<file path="config.mk">
export PLATFORM = sky130hd
export DESIGN_NAME = cems_ctrl
export DESIGN_NICKNAME = d
export VERILOG_FILES = /design/src/rtl/cems_pkg.sv /design/src/rtl/cems_ctrl.sv
export SDC_FILE = /design/constraint.sdc
export NUM_CORES = 1
export LEC_CHECK = 0
export BUFFER_PORTS_ARGS = -buffer_cell sky130_fd_sc_hd__buf_2
export CORE_MARGIN = 4
export CORE_UTILIZATION = 58
export DETAILED_ROUTE_END_ITERATION = 7
export PLACE_DENSITY_LB_ADDON = 0.12
export SLEW_MARGIN = 10
export SYNTH_ARGS = -nofsm -noshare
export SYNTH_HDL_FRONTEND = slang
export SYNTH_SLANG_ARGS = --single-unit
</file>
<file path="constraint.sdc">
create_clock -name clock -period 2.4 [get_ports clock]
set_input_delay 0.24 -clock clock [delete_from_list [all_inputs] [get_ports clock]]
set_output_delay 0.24 -clock clock [all_outputs]
set_load 0.005 [all_outputs]
</file>
<file path="src/rtl/cems_pkg.sv">
package cems_pkg;

   localparam int DT_BITS = 16;
   localparam int WORD_BITS = 32;
   localparam int LIMIT_BITS = 31;
   localparam int NUM_AXES = 3;
   localparam int IDX_BITS = 2;
   localparam int CNT_BITS = 5;
   localparam int SQRT_STEPS = 32;
   localparam int DIV_STEPS = 31;
   localparam int PROD_BITS = 66;

   localparam logic [DT_BITS-1:0] STEP_TIME_RESET = 16'd1092;
   localparam logic [LIMIT_BITS-1:0] VEL_LIMIT_RESET = 31'd65536;

   localparam logic CSR_STEP_TIME = 1'b0;
   localparam logic CSR_VEL_LIMIT = 1'b1;

   localparam logic [1:0] MODE_ADD = 2'd0;
   localparam logic [1:0] MODE_STEP = 2'd1;
   localparam logic [1:0] MODE_LOAD = 2'd2;

   typedef enum logic [4:0] {
      OP_NONE,
      OP_ACCUM,
      OP_LOAD,
      OP_MUL_FDT,
      OP_VEL_ADD,
      OP_MUL_VSQ,
      OP_SUM_ACC,
      OP_MUL_CAP,
      OP_CAP_SET,
      OP_MUL_CAPSQ,
      OP_COMPARE,
      OP_SQRT_STEP,
      OP_SQRT_DONE,
      OP_MUL_MCAP,
      OP_DIV_INIT,
      OP_DIV_STEP,
      OP_VEL_SET,
      OP_MUL_VDT,
      OP_POS_ADD,
      OP_EMIT
   } op_type;

   typedef struct packed {
      op_type op;
      logic [IDX_BITS-1:0] idx;
   } cmd_type;

   typedef struct packed {
      logic capped;
   } status_type;

   function automatic logic signed [WORD_BITS-1:0] sat32(input logic signed [WORD_BITS+1:0] v);
      logic signed [WORD_BITS-1:0] r;
      if (v > 34'sh0_7FFF_FFFF) begin
         r = 32'sh7FFF_FFFF;
      end else if (v < -34'sh0_8000_0000) begin
         r = -32'sh8000_0000;
      end else begin
         r = v[WORD_BITS-1:0];
      end
      return r;
   endfunction

endpackage

</file>
<file path="src/rtl/cems_ctrl.sv">
module cems_ctrl (
   input  logic clock,
   input  logic reset,
   input  logic req_tvalid,
   output logic req_tready,
   input  logic [1:0] req_tuser,
   output logic rsp_tvalid,
   input  logic rsp_tready,
   input  cems_pkg::status_type status,
   output cems_pkg::cmd_type cmd
);

   typedef enum logic [17:0] {
      S_IDLE      = 18'h00001,
      S_FDT_MUL   = 18'h00002,
      S_VEL_ADD   = 18'h00004,
      S_VSQ_MUL   = 18'h00008,
      S_SUM_ACC   = 18'h00010,
      S_CAP_MUL   = 18'h00020,
      S_CAP_SET   = 18'h00040,
      S_CAPSQ_MUL = 18'h00080,
      S_COMPARE   = 18'h00100,
      S_SQRT      = 18'h00200,
      S_SQRT_DONE = 18'h00400,
      S_MCAP_MUL  = 18'h00800,
      S_DIV_INIT  = 18'h01000,
      S_DIV       = 18'h02000,
      S_VEL_SET   = 18'h04000,
      S_VDT_MUL   = 18'h08000,
      S_POS_ADD   = 18'h10000,
      S_EMIT      = 18'h20000
   } state_type;

   state_type state_ff, state_in;
   logic [cems_pkg::IDX_BITS-1:0] idx_ff, idx_in;
   logic [cems_pkg::CNT_BITS-1:0] cnt_ff, cnt_in;
   logic valid_ff, valid_in;
   logic last_axis;

   assign last_axis = idx_ff == 2'(cems_pkg::NUM_AXES - 1);

   always_comb begin
      state_in = state_ff;
      idx_in = idx_ff;
      cnt_in = cnt_ff;
      valid_in = valid_ff && !rsp_tready;
      cmd.op = cems_pkg::OP_NONE;
      cmd.idx = idx_ff;
      req_tready = 1'b0;
      case (state_ff)
         S_IDLE: begin
            req_tready = 1'b1;
            if (req_tvalid) begin
               case (req_tuser)
                  cems_pkg::MODE_ADD: cmd.op = cems_pkg::OP_ACCUM;
                  cems_pkg::MODE_STEP: begin
                     cmd.op = cems_pkg::OP_ACCUM;
                     idx_in = '0;
                     state_in = S_FDT_MUL;
                  end
                  cems_pkg::MODE_LOAD: cmd.op = cems_pkg::OP_LOAD;
                  default: begin
                  end
               endcase
            end
         end
         S_FDT_MUL: begin
            cmd.op = cems_pkg::OP_MUL_FDT;
            state_in = S_VEL_ADD;
         end
         S_VEL_ADD: begin
            cmd.op = cems_pkg::OP_VEL_ADD;
            state_in = S_VSQ_MUL;
         end
         S_VSQ_MUL: begin
            cmd.op = cems_pkg::OP_MUL_VSQ;
            state_in = S_SUM_ACC;
         end
         S_SUM_ACC: begin
            cmd.op = cems_pkg::OP_SUM_ACC;
            if (last_axis) begin
               idx_in = '0;
               state_in = S_CAP_MUL;
            end else begin
               idx_in = idx_ff + 2'd1;
               state_in = S_FDT_MUL;
            end
         end
         S_CAP_MUL: begin
            cmd.op = cems_pkg::OP_MUL_CAP;
            state_in = S_CAP_SET;
         end
         S_CAP_SET: begin
            cmd.op = cems_pkg::OP_CAP_SET;
            state_in = S_CAPSQ_MUL;
         end
         S_CAPSQ_MUL: begin
            cmd.op = cems_pkg::OP_MUL_CAPSQ;
            state_in = S_COMPARE;
         end
         S_COMPARE: begin
            cmd.op = cems_pkg::OP_COMPARE;
            cnt_in = '0;
            state_in = S_SQRT;
         end
         S_SQRT: begin
            if (!status.capped) begin
               idx_in = '0;
               state_in = S_VDT_MUL;
            end else begin
               cmd.op = cems_pkg::OP_SQRT_STEP;
               cnt_in = cnt_ff + 5'd1;
               if (cnt_ff == 5'(cems_pkg::SQRT_STEPS - 1)) begin
                  state_in = S_SQRT_DONE;
               end
            end
         end
         S_SQRT_DONE: begin
            cmd.op = cems_pkg::OP_SQRT_DONE;
            idx_in = '0;
            state_in = S_MCAP_MUL;
         end
         S_MCAP_MUL: begin
            cmd.op = cems_pkg::OP_MUL_MCAP;
            state_in = S_DIV_INIT;
         end
         S_DIV_INIT: begin
            cmd.op = cems_pkg::OP_DIV_INIT;
            cnt_in = '0;
            state_in = S_DIV;
         end
         S_DIV: begin
            cmd.op = cems_pkg::OP_DIV_STEP;
            cnt_in = cnt_ff + 5'd1;
            if (cnt_ff == 5'(cems_pkg::DIV_STEPS - 1)) begin
               state_in = S_VEL_SET;
            end
         end
         S_VEL_SET: begin
            cmd.op = cems_pkg::OP_VEL_SET;
            if (last_axis) begin
               idx_in = '0;
               state_in = S_VDT_MUL;
            end else begin
               idx_in = idx_ff + 2'd1;
               state_in = S_MCAP_MUL;
            end
         end
         S_VDT_MUL: begin
            cmd.op = cems_pkg::OP_MUL_VDT;
            state_in = S_POS_ADD;
         end
         S_POS_ADD: begin
            cmd.op = cems_pkg::OP_POS_ADD;
            if (last_axis) begin
               state_in = S_EMIT;
            end else begin
               idx_in = idx_ff + 2'd1;
               state_in = S_VDT_MUL;
            end
         end
         S_EMIT: begin
            if (!valid_ff || rsp_tready) begin
               cmd.op = cems_pkg::OP_EMIT;
               valid_in = 1'b1;
               state_in = S_IDLE;
            end
         end
         default: state_in = S_IDLE;
      endcase
   end

   always_ff @(posedge clock) begin
      if (reset) begin
         state_ff <= S_IDLE;
         idx_ff <= '0;
         cnt_ff <= '0;
         valid_ff <= 1'b0;
      end else begin
         state_ff <= state_in;
         idx_ff <= idx_in;
         cnt_ff <= cnt_in;
         valid_ff <= valid_in;
      end
   end

   assign rsp_tvalid = valid_ff;

   a_idx_range: assert property (@(posedge clock) disable iff (reset)
      idx_ff != 2'd3)
      else $error("axis index out of range");

   a_div_count: assert property (@(posedge clock) disable iff (reset)
      state_ff == S_DIV |-> cnt_ff < 5'(cems_pkg::DIV_STEPS))
      else $error("division ran too long");

   a_emit_valid: assert property (@(posedge clock) disable iff (reset)
      cmd.op == cems_pkg::OP_EMIT |=> rsp_tvalid)
      else $error("result not presented after emit");

endmodule

</file>
* Word-level counts from Yosys, hierarchy flattened
Cells that the tools add are included.
W data, S select, Z words.
** Cells by class
- Reductions and logical operators :: 13
- Multiplexer cells :: 26
- Eq/ne operators :: 31
- Add/sub/neg operators :: 2
** Operator list (count)
- $pmux W18 S18 :: 1
- $mux W18 :: 7
- $pmux W5 S18 :: 1
- $eq A18 B1 Y1 const B :: 1
- $eq A18 B10 Y1 const B :: 1
- $eq A18 B11 Y1 const B :: 1
- $eq A18 B12 Y1 const B :: 1
- $eq A18 B13 Y1 const B :: 1
- $eq A18 B14 Y1 const B :: 1
- $eq A18 B15 Y1 const B :: 1
- $eq A18 B16 Y1 const B :: 1
- $eq A18 B17 Y1 const B :: 1
- $eq A18 B18 Y1 const B :: 1
- $eq A18 B2 Y1 const B :: 1
- $eq A18 B3 Y1 const B :: 1
- $eq A18 B4 Y1 const B :: 1
- $eq A18 B5 Y1 const B :: 1
- $eq A18 B6 Y1 const B :: 1
- $eq A18 B7 Y1 const B :: 1
- $eq A18 B8 Y1 const B :: 1
- $eq A18 B9 Y1 const B :: 1
- $mux W16 :: 1
- $pmux W5 S3 :: 1
- $mux W2 :: 6
- 23 further kinds :: 37
** Word-level totals
- Output and inout bits :: 9
- Register bits after elaboration :: 26

* Longest topological paths before layout
- Depth after elaboration :: 5
- Mapped depth :: 8
- Mapped depth without buffers :: 7

* Worst setup path after synthesis
Ideal clock, no wire load.
- Path type :: flip-flop to flip-flop
- Start point :: register state_ff[14]
- End point :: register state_ff[15]
- Path slack :: 0.435 ns
- Buffers on the path :: 1
- Data arrival time :: 1.842 ns
- Clock period less this slack :: 1.965 ns
- Cell stages (with the launch flop) :: 8
- Cells stage by stage :: dfxtp_1 > nor4_4 > nand4_1 > or3b_2 > o211a_1 > nand2_1 > buf_4 > a21oi_1
** Between the ends
- Cells in the longest elaborated chain, start to end :: 3
** RTL lines
- from (decl) :: RTL line cems_ctrl.sv:34 : state_type state_ff, state_in;
- from (signal assigned) :: RTL line cems_ctrl.sv:180 : state_ff <= state_in;
- $eq A18 B10 Y1 (tied with other cells) :: RTL line cems_ctrl.sv:50 : case (state_ff)
- $ne A3 B3 Y1 (no line) (tied with other cells)
- $reduce_and A5 Y1 (no line)
Parallel ways exist; a longest one is shown, timed or not.
A chain may end at the register's enable or synchronous reset.

==> impl_metrics.toml <==
[global_routing]
gr-usage-met1 = 0.356
grt_use_met2 = 0.454
grt_usage = 0.271
busiest_layer = "met2"
grtUsageMet3 = 0.0259
grt_max_degree = 15
grt_pass1_wl_um = 7420
grt_overflow = 0
grt_pass1_vias = 1620
antenna_found_initial = 0

[logic_synthesis]
synth_cells = 187
synthFlopType = "dfxtp_1"
synth_seq_area_share = 0.330
synth_edf_count = 0
syn_nets = 200
synth_area_leaders = "dfxtp_1, nor2_1, nor4_4"
mappedNetlistArea_sq_um = 1580
yosysWarningCount = 0
syn_area_per_cell_sq_um = 8.44
async_flop_share = 0
synth_top_area_frac = 0.330
synth_largest_area_cell = "dfxtp_1"
ys_seq_elements = 26
ys_types = 41

[cells_and_area]
layout-drive-gt1-share = 0.372
fin_cells = 269
nFillCells = 161
final_cell_mix = "buf_4, nor2_1, dfxtp_1"
antenna_cells = 0
layout_commonest_cell = "buf_4"
syn_to_final_growth_pct = 32.4
final_nets = 253

[sta]
slew_violations = 0
fmax_mhz = 390
worst_slew_pin_slew_ns = 0.550
rsz0062_at_grt = "true"
setup_viol = 5
setup-tns-final_ns = -0.351
layout_worst_path_cycle_share = 1.07
worst_clock_skew_ns = 0.0150
min_period_ns = 2.56
relSlewSlack = 0.630
hold_viol = 0
layout_setup_ws_ns = -0.162

[setup_path]
crit_path_max_fanout = 5
crit_required_ns = 2.16
arrival_ns = 2.32
crit_path_start_kind = "flip-flop"
end_kind = "output port"
critPathKind = "reg -> out"

[clock_tree]
cts_tree = "built"
htree_levels = 1
cts-buffers-inserted = 3
cts-root-buf = "clkbuf_4"
cts.sinks = 26
postCtsHoldBufs = 0
cts_max_path_buffers = 2
worstSkewPairLatency_ns = 0.33
clk_pin_slew_ns = 0.15

[placed_design]
placed_cells = 239
routabilityCongestion = 0.988
hpwl_um = 3220
port_buffers = 15

[die]
rows = 18
die_x_um = 60.2
core_region_area_sq_um = 2540
initial_utilization = 0.620
floorplan.die.height_um = 60.2
die_area_sq_um = 3620
ioPinCount = 16

[route]
drt_pass1_iterations = 7
drt-total-wl_um = 5010
via_per_inst = 6.55
wire_per_inst_um = 18.6
postRouteAntennaNets = 0
dr_total_vias = 1762
drc = 0
first_iter_violations = 203

[job]
cap_violations = 0

[power_and_ir_drop]
total_power_mw = 1.44
power_density_nw_per_um2 = 690
p_leak_nw = 0.922
vdd_ir_drop_max_mv = 0.593

[outcome]
violations = "setup timing"
run_status = "finished, violations left"

[hold_path]
hp-class = "in -> reg"
==> repair_timing <==
item,CTS,global route
setup endpoints to repair,4,11
pin swaps,9,12
gates resized for setup,21,13
buffers inserted,11,16
==> per-layer routing <==
layer	vias to the layer above	share of wire
li1	795	-
met1	844	0.41
met2	100	0.49
met3	23	0.071
met4	0	0.030
met5	-	0
==> critical path, stage by stage (launching register included) <==
cell and delay (ns):
dfxtp_1 0.39, nor4_4 0.43, buf_4 0.22, nand4_1 0.19, or2_2 0.38, nand2_1 0.09
nor4_2 0.06, o2111ai_1 0.07, buf_2 0.14
==> cell usage after synthesis (4+ instances only) <==
cell type  count
nor4_4         4
nor4_1         6
and3_1         4
nand3b_1       8
ha_1           6
or4_1          4
nor2_1        25
inv_1          8
nand2_1       16
a21oi_1       11
o21ai_0        5
nand3_1        8
nand2b_1       6
o31ai_1        4
nand4_1        6
dfxtp_1       26
==> cells by family (layout without fill, tap and decap cells) <==
logic type / count (synthesis) / after routing / synth area share
simple gates: 110 / 110 / 0.439
compound gates: 31 / 31 / 0.136
flops: 26 / 26 / 0.330
buf+inv: 11 / 63 / 0.0309
fa+ha+maj: 6 / 6 / 0.0476
xor+xnor: 3 / 3 / 0.0167
==> area by class of cell <==
cell class | count | area (sq um) | share of cell area
timing repair buffer | 51 | 349 | 0.167
multi-input combinational | 150 | 1100 | 0.528
clock buffer | 4 | 36.3 | 0.0174
inverter | 8 | 30.0 | 0.0144
tap | 30 | 37.5 | 0.0180
sequential | 26 | 534 | 0.256
==> stage by stage <==
| stage | hold slack, ns | worst slack, ns | utilization | cell area, sq um |
|---|---|---|---|---|
| after detailed placement | 0.512 | 0.0537 | 0.686 | 1750 |
| after floorplan | 0.369 | 0.435 | - | 1580 |
| after global routing | 0.217 | -0.319 | 0.821 | 2090 |
| final | 0.214 | -0.162 | 0.821 | 2090 |
| after CTS | 0.224 | -0.0607 | 0.755 | 1920 |
| after global placement | 0.476 | 0.0760 | 0.686 | 1750 |
==> sequential cells by signal, indices dropped and copies added (netlist names) <==
| register | flops |
|---|---|
| rsp_tvalid | 1 |
| idx_ff | 2 |
| state_ff | 18 |
| cnt_ff | 5 |
==> where the power goes <==
part	internal [mW]	total (mW)	leakage, nW	switching, mW
Sequential	0.456	0.496	0.214	0.0394
Clock	0.0929	0.227	0.0210	0.134
Combinational	0.347	0.720	0.688	0.373
==> path summary, 6_finish.rpt <==
| kind | start | to | slack (ns) | cells past startpoint |
|---|---|---|---|---|
| hold / removal | rsp_tready | rsp_tvalid | 0.21 | 3 |
| setup / recovery | state_ff[14] | cmd[2] | -0.16 | 8 |
| setup reg to reg | state_ff[8] | state_ff[15] | 0.04 | 7 |
| hold reg to reg | state_ff[7] | state_ff[7] | 0.48 | 1 |
Power figures use the tool's default switching activity.
